`src/rtl/core/tmr_pkg.sv`:
```
package tmr_pkg;

  localparam int NUM_SLOTS  = 16;
  localparam int SLOT_CAP   = 16;
  localparam int SLOT_COUNT = (NUM_SLOTS > SLOT_CAP) ? SLOT_CAP : NUM_SLOTS;
  localparam int IDX_W      = (SLOT_COUNT > 1) ? $clog2(SLOT_COUNT) : 1;
  localparam int TICK_W     = 32;
  localparam int SLOT_W     = 4;
  localparam int KIND_W     = 2;
  localparam int S_DATA_W   = 72;
  localparam int M_DATA_W   = 8;

  typedef enum logic [KIND_W-1:0] {
    KIND_PROCESS = 2'd0,
    KIND_START   = 2'd1,
    KIND_STOP    = 2'd2,
    KIND_QUERY   = 2'd3
  } kind_t;

  // Write request into the slot store.
  typedef struct packed {
    logic              exp_we;
    logic              start_we;
    logic              disarm;
    logic [IDX_W-1:0]  idx;
    logic [TICK_W-1:0] expiry;
    logic [TICK_W-1:0] period;
    logic              reload;
  } st_wr_t;

  // Contents of the slot selected for reading.
  typedef struct packed {
    logic [TICK_W-1:0] expiry;
    logic [TICK_W-1:0] period;
    logic              reload;
    logic              armed;
  } st_rd_t;

endpackage

```
`src/rtl/core/tmr_alu.sv`:
```
module tmr_alu
  import tmr_pkg::*;
(
  input  logic [TICK_W-1:0] a,
  input  logic [TICK_W-1:0] b,
  input  logic              sub,
  output logic [TICK_W-1:0] sum
);

  // One adder serves both now + delay and the wrap-safe now - expiry test.
  assign sum = a + (b ^ {TICK_W{sub}}) + TICK_W'(sub);

endmodule

```
`src/rtl/core/tmr_store.sv`:
```
module tmr_store
  import tmr_pkg::*;
(
  input  logic                  clk,
  input  logic                  rst,
  input  st_wr_t                wr,
  input  logic [IDX_W-1:0]      rd_idx,
  output st_rd_t                rd,
  output logic [SLOT_COUNT-1:0] armed
);

  logic [TICK_W-1:0]     expiry_mem [SLOT_COUNT];
  logic [TICK_W-1:0]     period_mem [SLOT_COUNT];
  logic [SLOT_COUNT-1:0] reload_flag;

  // Expiry and period are only looked at while a slot is armed, and arming
  // always writes both, so they need no reset.
  always_ff @(posedge clk) begin
    if (wr.exp_we) begin
      expiry_mem[wr.idx] <= wr.expiry;
    end
    if (wr.start_we) begin
      period_mem[wr.idx] <= wr.period;
    end
  end

  always_ff @(posedge clk) begin
    if (rst) begin
      armed       <= '0;
      reload_flag <= '0;
    end else if (wr.start_we) begin
      armed[wr.idx]       <= 1'b1;
      reload_flag[wr.idx] <= wr.reload;
    end else if (wr.disarm) begin
      armed[wr.idx] <= 1'b0;
    end
  end

  assign rd.expiry = expiry_mem[rd_idx];
  assign rd.period = period_mem[rd_idx];
  assign rd.reload = reload_flag[rd_idx];
  assign rd.armed  = armed[rd_idx];

endmodule

```
`src/rtl/core/multi_slot_software_timer.sv`:
```
// Bank of SLOT_COUNT software timer slots driven by one word per command.
// Start, stop and query pass through an execute state and then a response
// state before a result is loaded. A process command scans the slots one per
// cycle through a single shared 32-bit adder, detours through a reload state
// for each periodic slot that reloads, then walks the slots again up to the
// highest expired one, one per cycle while the output is not stalled, placing
// one result word per expired slot (or one empty word if none). The input is
// not ready again until the last result word of a command has been loaded.
module multi_slot_software_timer
  import tmr_pkg::*;
(
  input  logic                clk,
  input  logic                rst,
  input  logic                s_tvalid,
  output logic                s_tready,
  input  logic [S_DATA_W-1:0] s_tdata,  // slot[3:0], interval[35:4], periodic[36],
                                        // now_tick[68:37], zero fill
  input  logic [KIND_W-1:0]   s_tuser,  // kind
  output logic                m_tvalid,
  input  logic                m_tready,
  output logic [M_DATA_W-1:0] m_tdata,  // fired_slot[3:0], slot_active[4],
                                        // any_active[5], zero fill
  output logic                m_tuser,  // fired
  output logic                m_tlast   // last
);

  typedef enum logic [2:0] {
    ST_IDLE,
    ST_EXEC,
    ST_SCAN,
    ST_RELOAD,
    ST_EMIT,
    ST_RESP
  } state_t;

  state_t                state;
  kind_t                 kind;
  logic [SLOT_W-1:0]     slot;
  logic [TICK_W-1:0]     interval;
  logic                  periodic;
  logic [TICK_W-1:0]     now_tick;
  logic [IDX_W-1:0]      idx;
  logic [SLOT_COUNT-1:0] hits;
  logic                  resp_empty;

  st_wr_t                wr;
  st_rd_t                rd;
  logic [SLOT_COUNT-1:0] armed;
  logic [IDX_W-1:0]      rd_idx;
  logic [TICK_W-1:0]     alu_a;
  logic [TICK_W-1:0]     alu_b;
  logic                  alu_sub;
  logic [TICK_W-1:0]     alu_sum;

  logic                  slot_ok;
  logic                  out_free;
  logic                  out_load;
  logic                  any_active;
  logic                  hit;
  logic                  last_idx;
  logic [SLOT_COUNT-1:0] hits_next;
  logic [SLOT_COUNT-1:0] remaining;

  tmr_store u_store (
    .clk    (clk),
    .rst    (rst),
    .wr     (wr),
    .rd_idx (rd_idx),
    .rd     (rd),
    .armed  (armed)
  );

  tmr_alu u_alu (
    .a   (alu_a),
    .b   (alu_b),
    .sub (alu_sub),
    .sum (alu_sum)
  );

  assign s_tready   = (state == ST_IDLE);
  assign out_free   = !m_tvalid || m_tready;
  assign out_load   = ((state == ST_EMIT) && hits[idx] && out_free) ||
                      ((state == ST_RESP) && out_free);
  assign slot_ok    = {1'b0, slot} < (SLOT_W + 1)'(SLOT_COUNT);
  assign any_active = |armed;
  assign rd_idx     = (state == ST_EXEC) ? slot[IDX_W-1:0] : idx;
  assign last_idx   = (idx == IDX_W'(SLOT_COUNT - 1));

  // A slot has expired when now - expiry, taken modulo 2^32, is not negative.
  assign hit       = (state == ST_SCAN) && rd.armed && !alu_sum[TICK_W-1];
  assign hits_next = hits | (hit ? (SLOT_COUNT'(1) << idx) : '0);
  assign remaining = hits & ~(SLOT_COUNT'(1) << idx);

  always_comb begin
    alu_a   = now_tick;
    alu_b   = interval;
    alu_sub = 1'b0;
    case (state)
      ST_SCAN: begin
        alu_b   = rd.expiry;
        alu_sub = 1'b1;
      end
      ST_RELOAD: begin
        alu_b = rd.period;
      end
      default: begin
        alu_b = interval;
      end
    endcase
  end

  always_comb begin
    wr          = '0;
    wr.idx      = rd_idx;
    wr.expiry   = alu_sum;
    wr.period   = interval;
    wr.reload   = periodic;
    case (state)
      ST_EXEC: begin
        if (slot_ok && kind == KIND_START) begin
          wr.exp_we   = 1'b1;
          wr.start_we = 1'b1;
        end else if (slot_ok && kind == KIND_STOP) begin
          wr.disarm = 1'b1;
        end
      end
      ST_SCAN: begin
        wr.disarm = hit && !rd.reload;
      end
      ST_RELOAD: begin
        wr.exp_we = 1'b1;
      end
      default: begin
        wr.exp_we = 1'b0;
      end
    endcase
  end

  always_ff @(posedge clk) begin
    if (rst) begin
      state    <= ST_IDLE;
      m_tvalid <= 1'b0;
      idx      <= '0;
      hits     <= '0;
    end else begin
      if (out_load) begin
        m_tvalid <= 1'b1;
      end else if (m_tvalid && m_tready) begin
        m_tvalid <= 1'b0;
      end
      case (state)
        ST_IDLE: begin
          if (s_tvalid) begin
            kind       <= kind_t'(s_tuser);
            slot       <= s_tdata[3:0];
            interval   <= s_tdata[35:4];
            periodic   <= s_tdata[36];
            now_tick   <= s_tdata[68:37];
            idx        <= '0;
            hits       <= '0;
            resp_empty <= 1'b0;
            state      <= (kind_t'(s_tuser) == KIND_PROCESS) ? ST_SCAN : ST_EXEC;
          end
        end
        ST_EXEC: begin
          state <= ST_RESP;
        end
        ST_SCAN, ST_RELOAD: begin
          hits <= hits_next;
          if (hit && rd.reload) begin
            state <= ST_RELOAD;
          end else if (!last_idx) begin
            idx   <= idx + 1'b1;
            state <= ST_SCAN;
          end else if (hits_next == '0) begin
            resp_empty <= 1'b1;
            state      <= ST_RESP;
          end else begin
            idx   <= '0;
            state <= ST_EMIT;
          end
        end
        ST_EMIT: begin
          if (!hits[idx]) begin
            idx <= idx + 1'b1;
          end else if (out_free) begin
            m_tdata   <= {{(M_DATA_W - SLOT_W - 2){1'b0}}, any_active, armed[idx],
                          SLOT_W'(idx)};
            m_tuser   <= 1'b1;
            m_tlast   <= (remaining == '0);
            hits[idx] <= 1'b0;
            if (remaining == '0) begin
              state <= ST_IDLE;
            end else begin
              idx <= idx + 1'b1;
            end
          end
        end
        ST_RESP: begin
          if (out_free) begin
            m_tdata <= {{(M_DATA_W - SLOT_W - 2){1'b0}}, any_active,
                        !resp_empty && slot_ok && armed[slot[IDX_W-1:0]],
                        (resp_empty ? {SLOT_W{1'b0}} : slot)};
            m_tuser <= 1'b0;
            m_tlast <= 1'b1;
            state   <= ST_IDLE;
          end
        end
        default: begin
          state <= ST_IDLE;
        end
      endcase
    end
  end

endmodule

```
`config.mk`:
```
export PLATFORM = sky130hd
export DESIGN_NAME = multi_slot_software_timer
export DESIGN_NICKNAME = d
export VERILOG_FILES = /design/src/rtl/core/tmr_pkg.sv /design/src/rtl/core/tmr_alu.sv /design/src/rtl/core/tmr_store.sv /design/src/rtl/core/multi_slot_software_timer.sv
export SDC_FILE = /design/constraint.sdc
export NUM_CORES = 1
export LEC_CHECK = 0
export ABC_AREA = 1
export BUFFER_PORTS_ARGS = -buffer_cell sky130_fd_sc_hd__buf_2
export CAP_MARGIN = 5
export CORE_UTILIZATION = 56
export DETAILED_ROUTE_END_ITERATION = 7
export HOLD_SLACK_MARGIN = 0.08
export PLACE_DENSITY = 0.78
export SLEW_MARGIN = 5
export SYNTH_ARGS = -nofsm -noshare
export SYNTH_HDL_FRONTEND = slang
export SYNTH_SLANG_ARGS = --single-unit
```
`constraint.sdc`:
```
create_clock -name clk -period 5.63 [get_ports clk]
set_clock_uncertainty 0.05 [all_clocks]
set_input_delay 0.563 -clock clk [delete_from_list [all_inputs] [get_ports clk]]
set_output_delay 0.563 -clock clk [all_outputs]
set_load 0.05 [all_outputs]
```
==> flow_summary.ini <==
[place]
dp_hpwl_um = 75600
pre_cts_ws_ns = -0.0981
gp_congestion = 0.938
numPortBuffers = 84

[sta]
setup_viol = 0
setup_tns_ns = 0
timing.hold.ws_ns = 0.192
worst_slew_pin_slew_ns = 1.23
hold_viol_final = 0
fin_crit_sh_pct = 98.3
layout_min_cycle_time_ns = 5.53
fmax_ghz = 0.181
slew_viol_final = 0
fin_ws_ns = 0.0950
relSlewSlack_pct = 18.1

[drt]
vias_per_cell = 6.70
dr.first_iter.drc_count = 4598
num_vias = 31600
ant_nets = 0
drc = 0
wire_per_inst_um = 28.1
dr.pass1.iters = 7
totalWireLength_um = 132000

[yosys]
netlist_instances = 3174
yosys_warnings = 0
async_flop_share_pct = 0
yosysSeqAreaShare_pct = 76.1
ys_ff_latch = 1160
synth_ff_type = edfxtp_1
synth_cell_types = 57
synthesis.area_mm2 = 0.0451
synth_edf_count = 1104
synth.avg_cell_area_um2 = 14.2

[run]
max_cap_viol_count = 0

[die]
boundaryPins = 90
fp.dieH_um = 286
rows = 103
core_region_area_mm2 = 0.0793
dieArea_mm2 = 0.0816
die_x_um = 286
start_util_pct = 56.8

[clock_network]
clk_latency_ns = 0.69
clock_path_buffers = 3
cts_buffers = 109
clkTransAtPathRegs_ns = 0.07
cts_tree = built
ctsHtreeMaxLevel = 3
cts_root_buf = clkbuf_16
cts_sinks = 1160

[min_path]
hp-start = m_tready
holdPathEnd = state[0]
hold_depth = 4
min_path_type = in2reg

[critical_path]
path_delay_family = simple AND/OR/NAND/NOR gates
worstPathMaxFanout = 30
required_ns = 5.97
cp_common_cell = buf_4
r2r_end = resp_empty
end_kind = flip-flop
crit_buf_inv = 10
critical_path.max_stage_delay_ns = 0.34
crit_type = reg2reg
crit_path_start_kind = flip-flop
r2r-start = state[1]
worstPathArrival_ns = 5.87
reg2reg_depth = 35
cp_slowest_cell = dfxtp_2
r2r_slack_ns = 0.1

[global_routing]
grt_pass1_wl_um = 188000
grt_pass1_vias = 30000
grt_max_degree = 44
grtUsageTotal_pct = 31.3
grt_overflow = 0
antenna_found_initial = 0

[power]
power_density_mw_per_mm2 = 543
irDropWorstVdd_mv = 0.373
p_leak_nw = 18.0

[cells_and_area]
layout-drive-gt1-share_pct = 18.6
n_fill_cell = 4985
syn2layout_area_growth_pct = 19.8
final_util_pct = 68.1
nets = 3686

[status]
status = finished clean
-- worst min-delay path, stage by stage --
cell     delay, ns
buf_2         0.08
nor2_1        0.08
nand2_1       0.08
a21oi_1       0.07
-- state kept, by name, indices dropped and copies added (netlist names), named ones only --
signal               cells
idx                      4
resp_empty               1
state                    3
alu_a                   32
m_tuser                  1
m_tlast                  1
m_tdata                  6
u_store.period_mem     512
u_store.expiry_mem     512
periodic                 1
interval                32
hits                    16
u_store.reload_flag     16
slot                     4
m_tvalid                 1
kind                     2
-- worst max path at each step --
stage	startpoint	to	slack, ns	cells after the start
final	state[1]	resp_empty	0.1	35
after detailed placement	state[1]	resp_empty	-0.1	30
after floorplan	state[2]	u_store.expiry_mem[0][30]	0.03	35
after global placement	state[1]	resp_empty	-0.05	30
after CTS	state[1]	u_store.expiry_mem[1][24]	-0.07	28
after global routing	state[1]	u_store.expiry_mem[6][29]	-0.09	32
-- area by class of cell --
type / count / area (um^2) / area share [%]
antenna: 1 / 2.50 / 0.00464
timing repair inverter: 3 / 28.8 / 0.0533
sequential: 1160 / 34300 / 63.5
clock inverter: 65 / 492 / 0.911
tap: 1050 / 1310 / 2.44
timing repair buffer: 464 / 4170 / 7.74
multi-input combinational: 1689 / 10200 / 18.9
inverter: 143 / 592 / 1.10
clock buffer: 134 / 2860 / 5.31
-- Yosys cell counts, drive strengths merged (3+ instances only) --
cell	count	area, um^2
a211oi	3	22.5
a21oi	113	569
a221oi	15	131
a31oi	30	188
a32oi	12	105
a41oi	4	35.0
and3	21	131
buf	52	261
clkbuf	131	492
dfxtp	56	1120
edfxtp	1104	33200
ha	37	463
inv	141	529
nand2	229	902
nand3	63	345
nand3b	13	97.6
nand4	23	150
nor2	190	718
nor4	7	43.8
o211ai	4	30.0
o21ai	342	1720
o21bai	4	30.0
o221ai	13	114
o22a	12	105
o22ai	495	3100
o31ai	4	30.0
or2	3	18.8
xnor2	9	78.8
xor2	24	210
-- layout by cell type (no fill, tap or decap), types with 54 or more instances in the layout --
cell type / instances
nand3_1: 55
edfxtp_1: 1104
o21ai_0: 316
nand2_1: 209
inv_1: 133
dlygate4sd3_1: 71
a21oi_1: 105
nor2_1: 138
dfxtp_1: 54
o22ai_1: 494
clkbuf_16: 116
buf_2: 84
buf_4: 250
-- logic make-up after synthesis --
logic type      share of synthesized area [%]
xor+xnor                                0.642
flops                                    76.1
other cells                           0.00832
compound gates                           13.9
simple gates                             5.40
fa+ha+maj                                1.07
buf+inv                                  2.86
-- report_power, final --
part | internal (W) | switching, W | leakage (nW)
clock network | 0.00388 | 0.00314 | 1.64
registers | 0.0112 | 0.000241 | 10.4
logic | 0.00390 | 0.00694 | 5.93
-- through the flow --
step | total power (W) | cell area (um^2) | std cells
2_1_floorplan | 0.0169 | 45100 | 3175
3_3_place_gp | 0.0209 | 49000 | 4409
3_5_place_dp | 0.0212 | 49000 | 4409
4_1_cts | 0.0285 | 53300 | 4689
5_1_grt | 0.0302 | 53900 | 4708
6_report | 0.0293 | 54000 | 4709
-- metal layers --
metal / GRT usage, % / share of wire (%)
met1: 40.9 / 35
met2: 49.8 / 47
met3: 5.53 / 12
met4: 17.9 / 6.1
met5: 0 / 0
-- timing repair --
item | CTS | global route
endpoints found under the setup margin | 115 | 200
setup buffers | 6 | 12
pin swaps | 1 | 19
hold endpoints to repair | 71 | 0
gates resized for setup | 21 | 95
hold buffers | 71 | 0
gates cloned | 4 | 7
(Power assumes the default switching activity.)
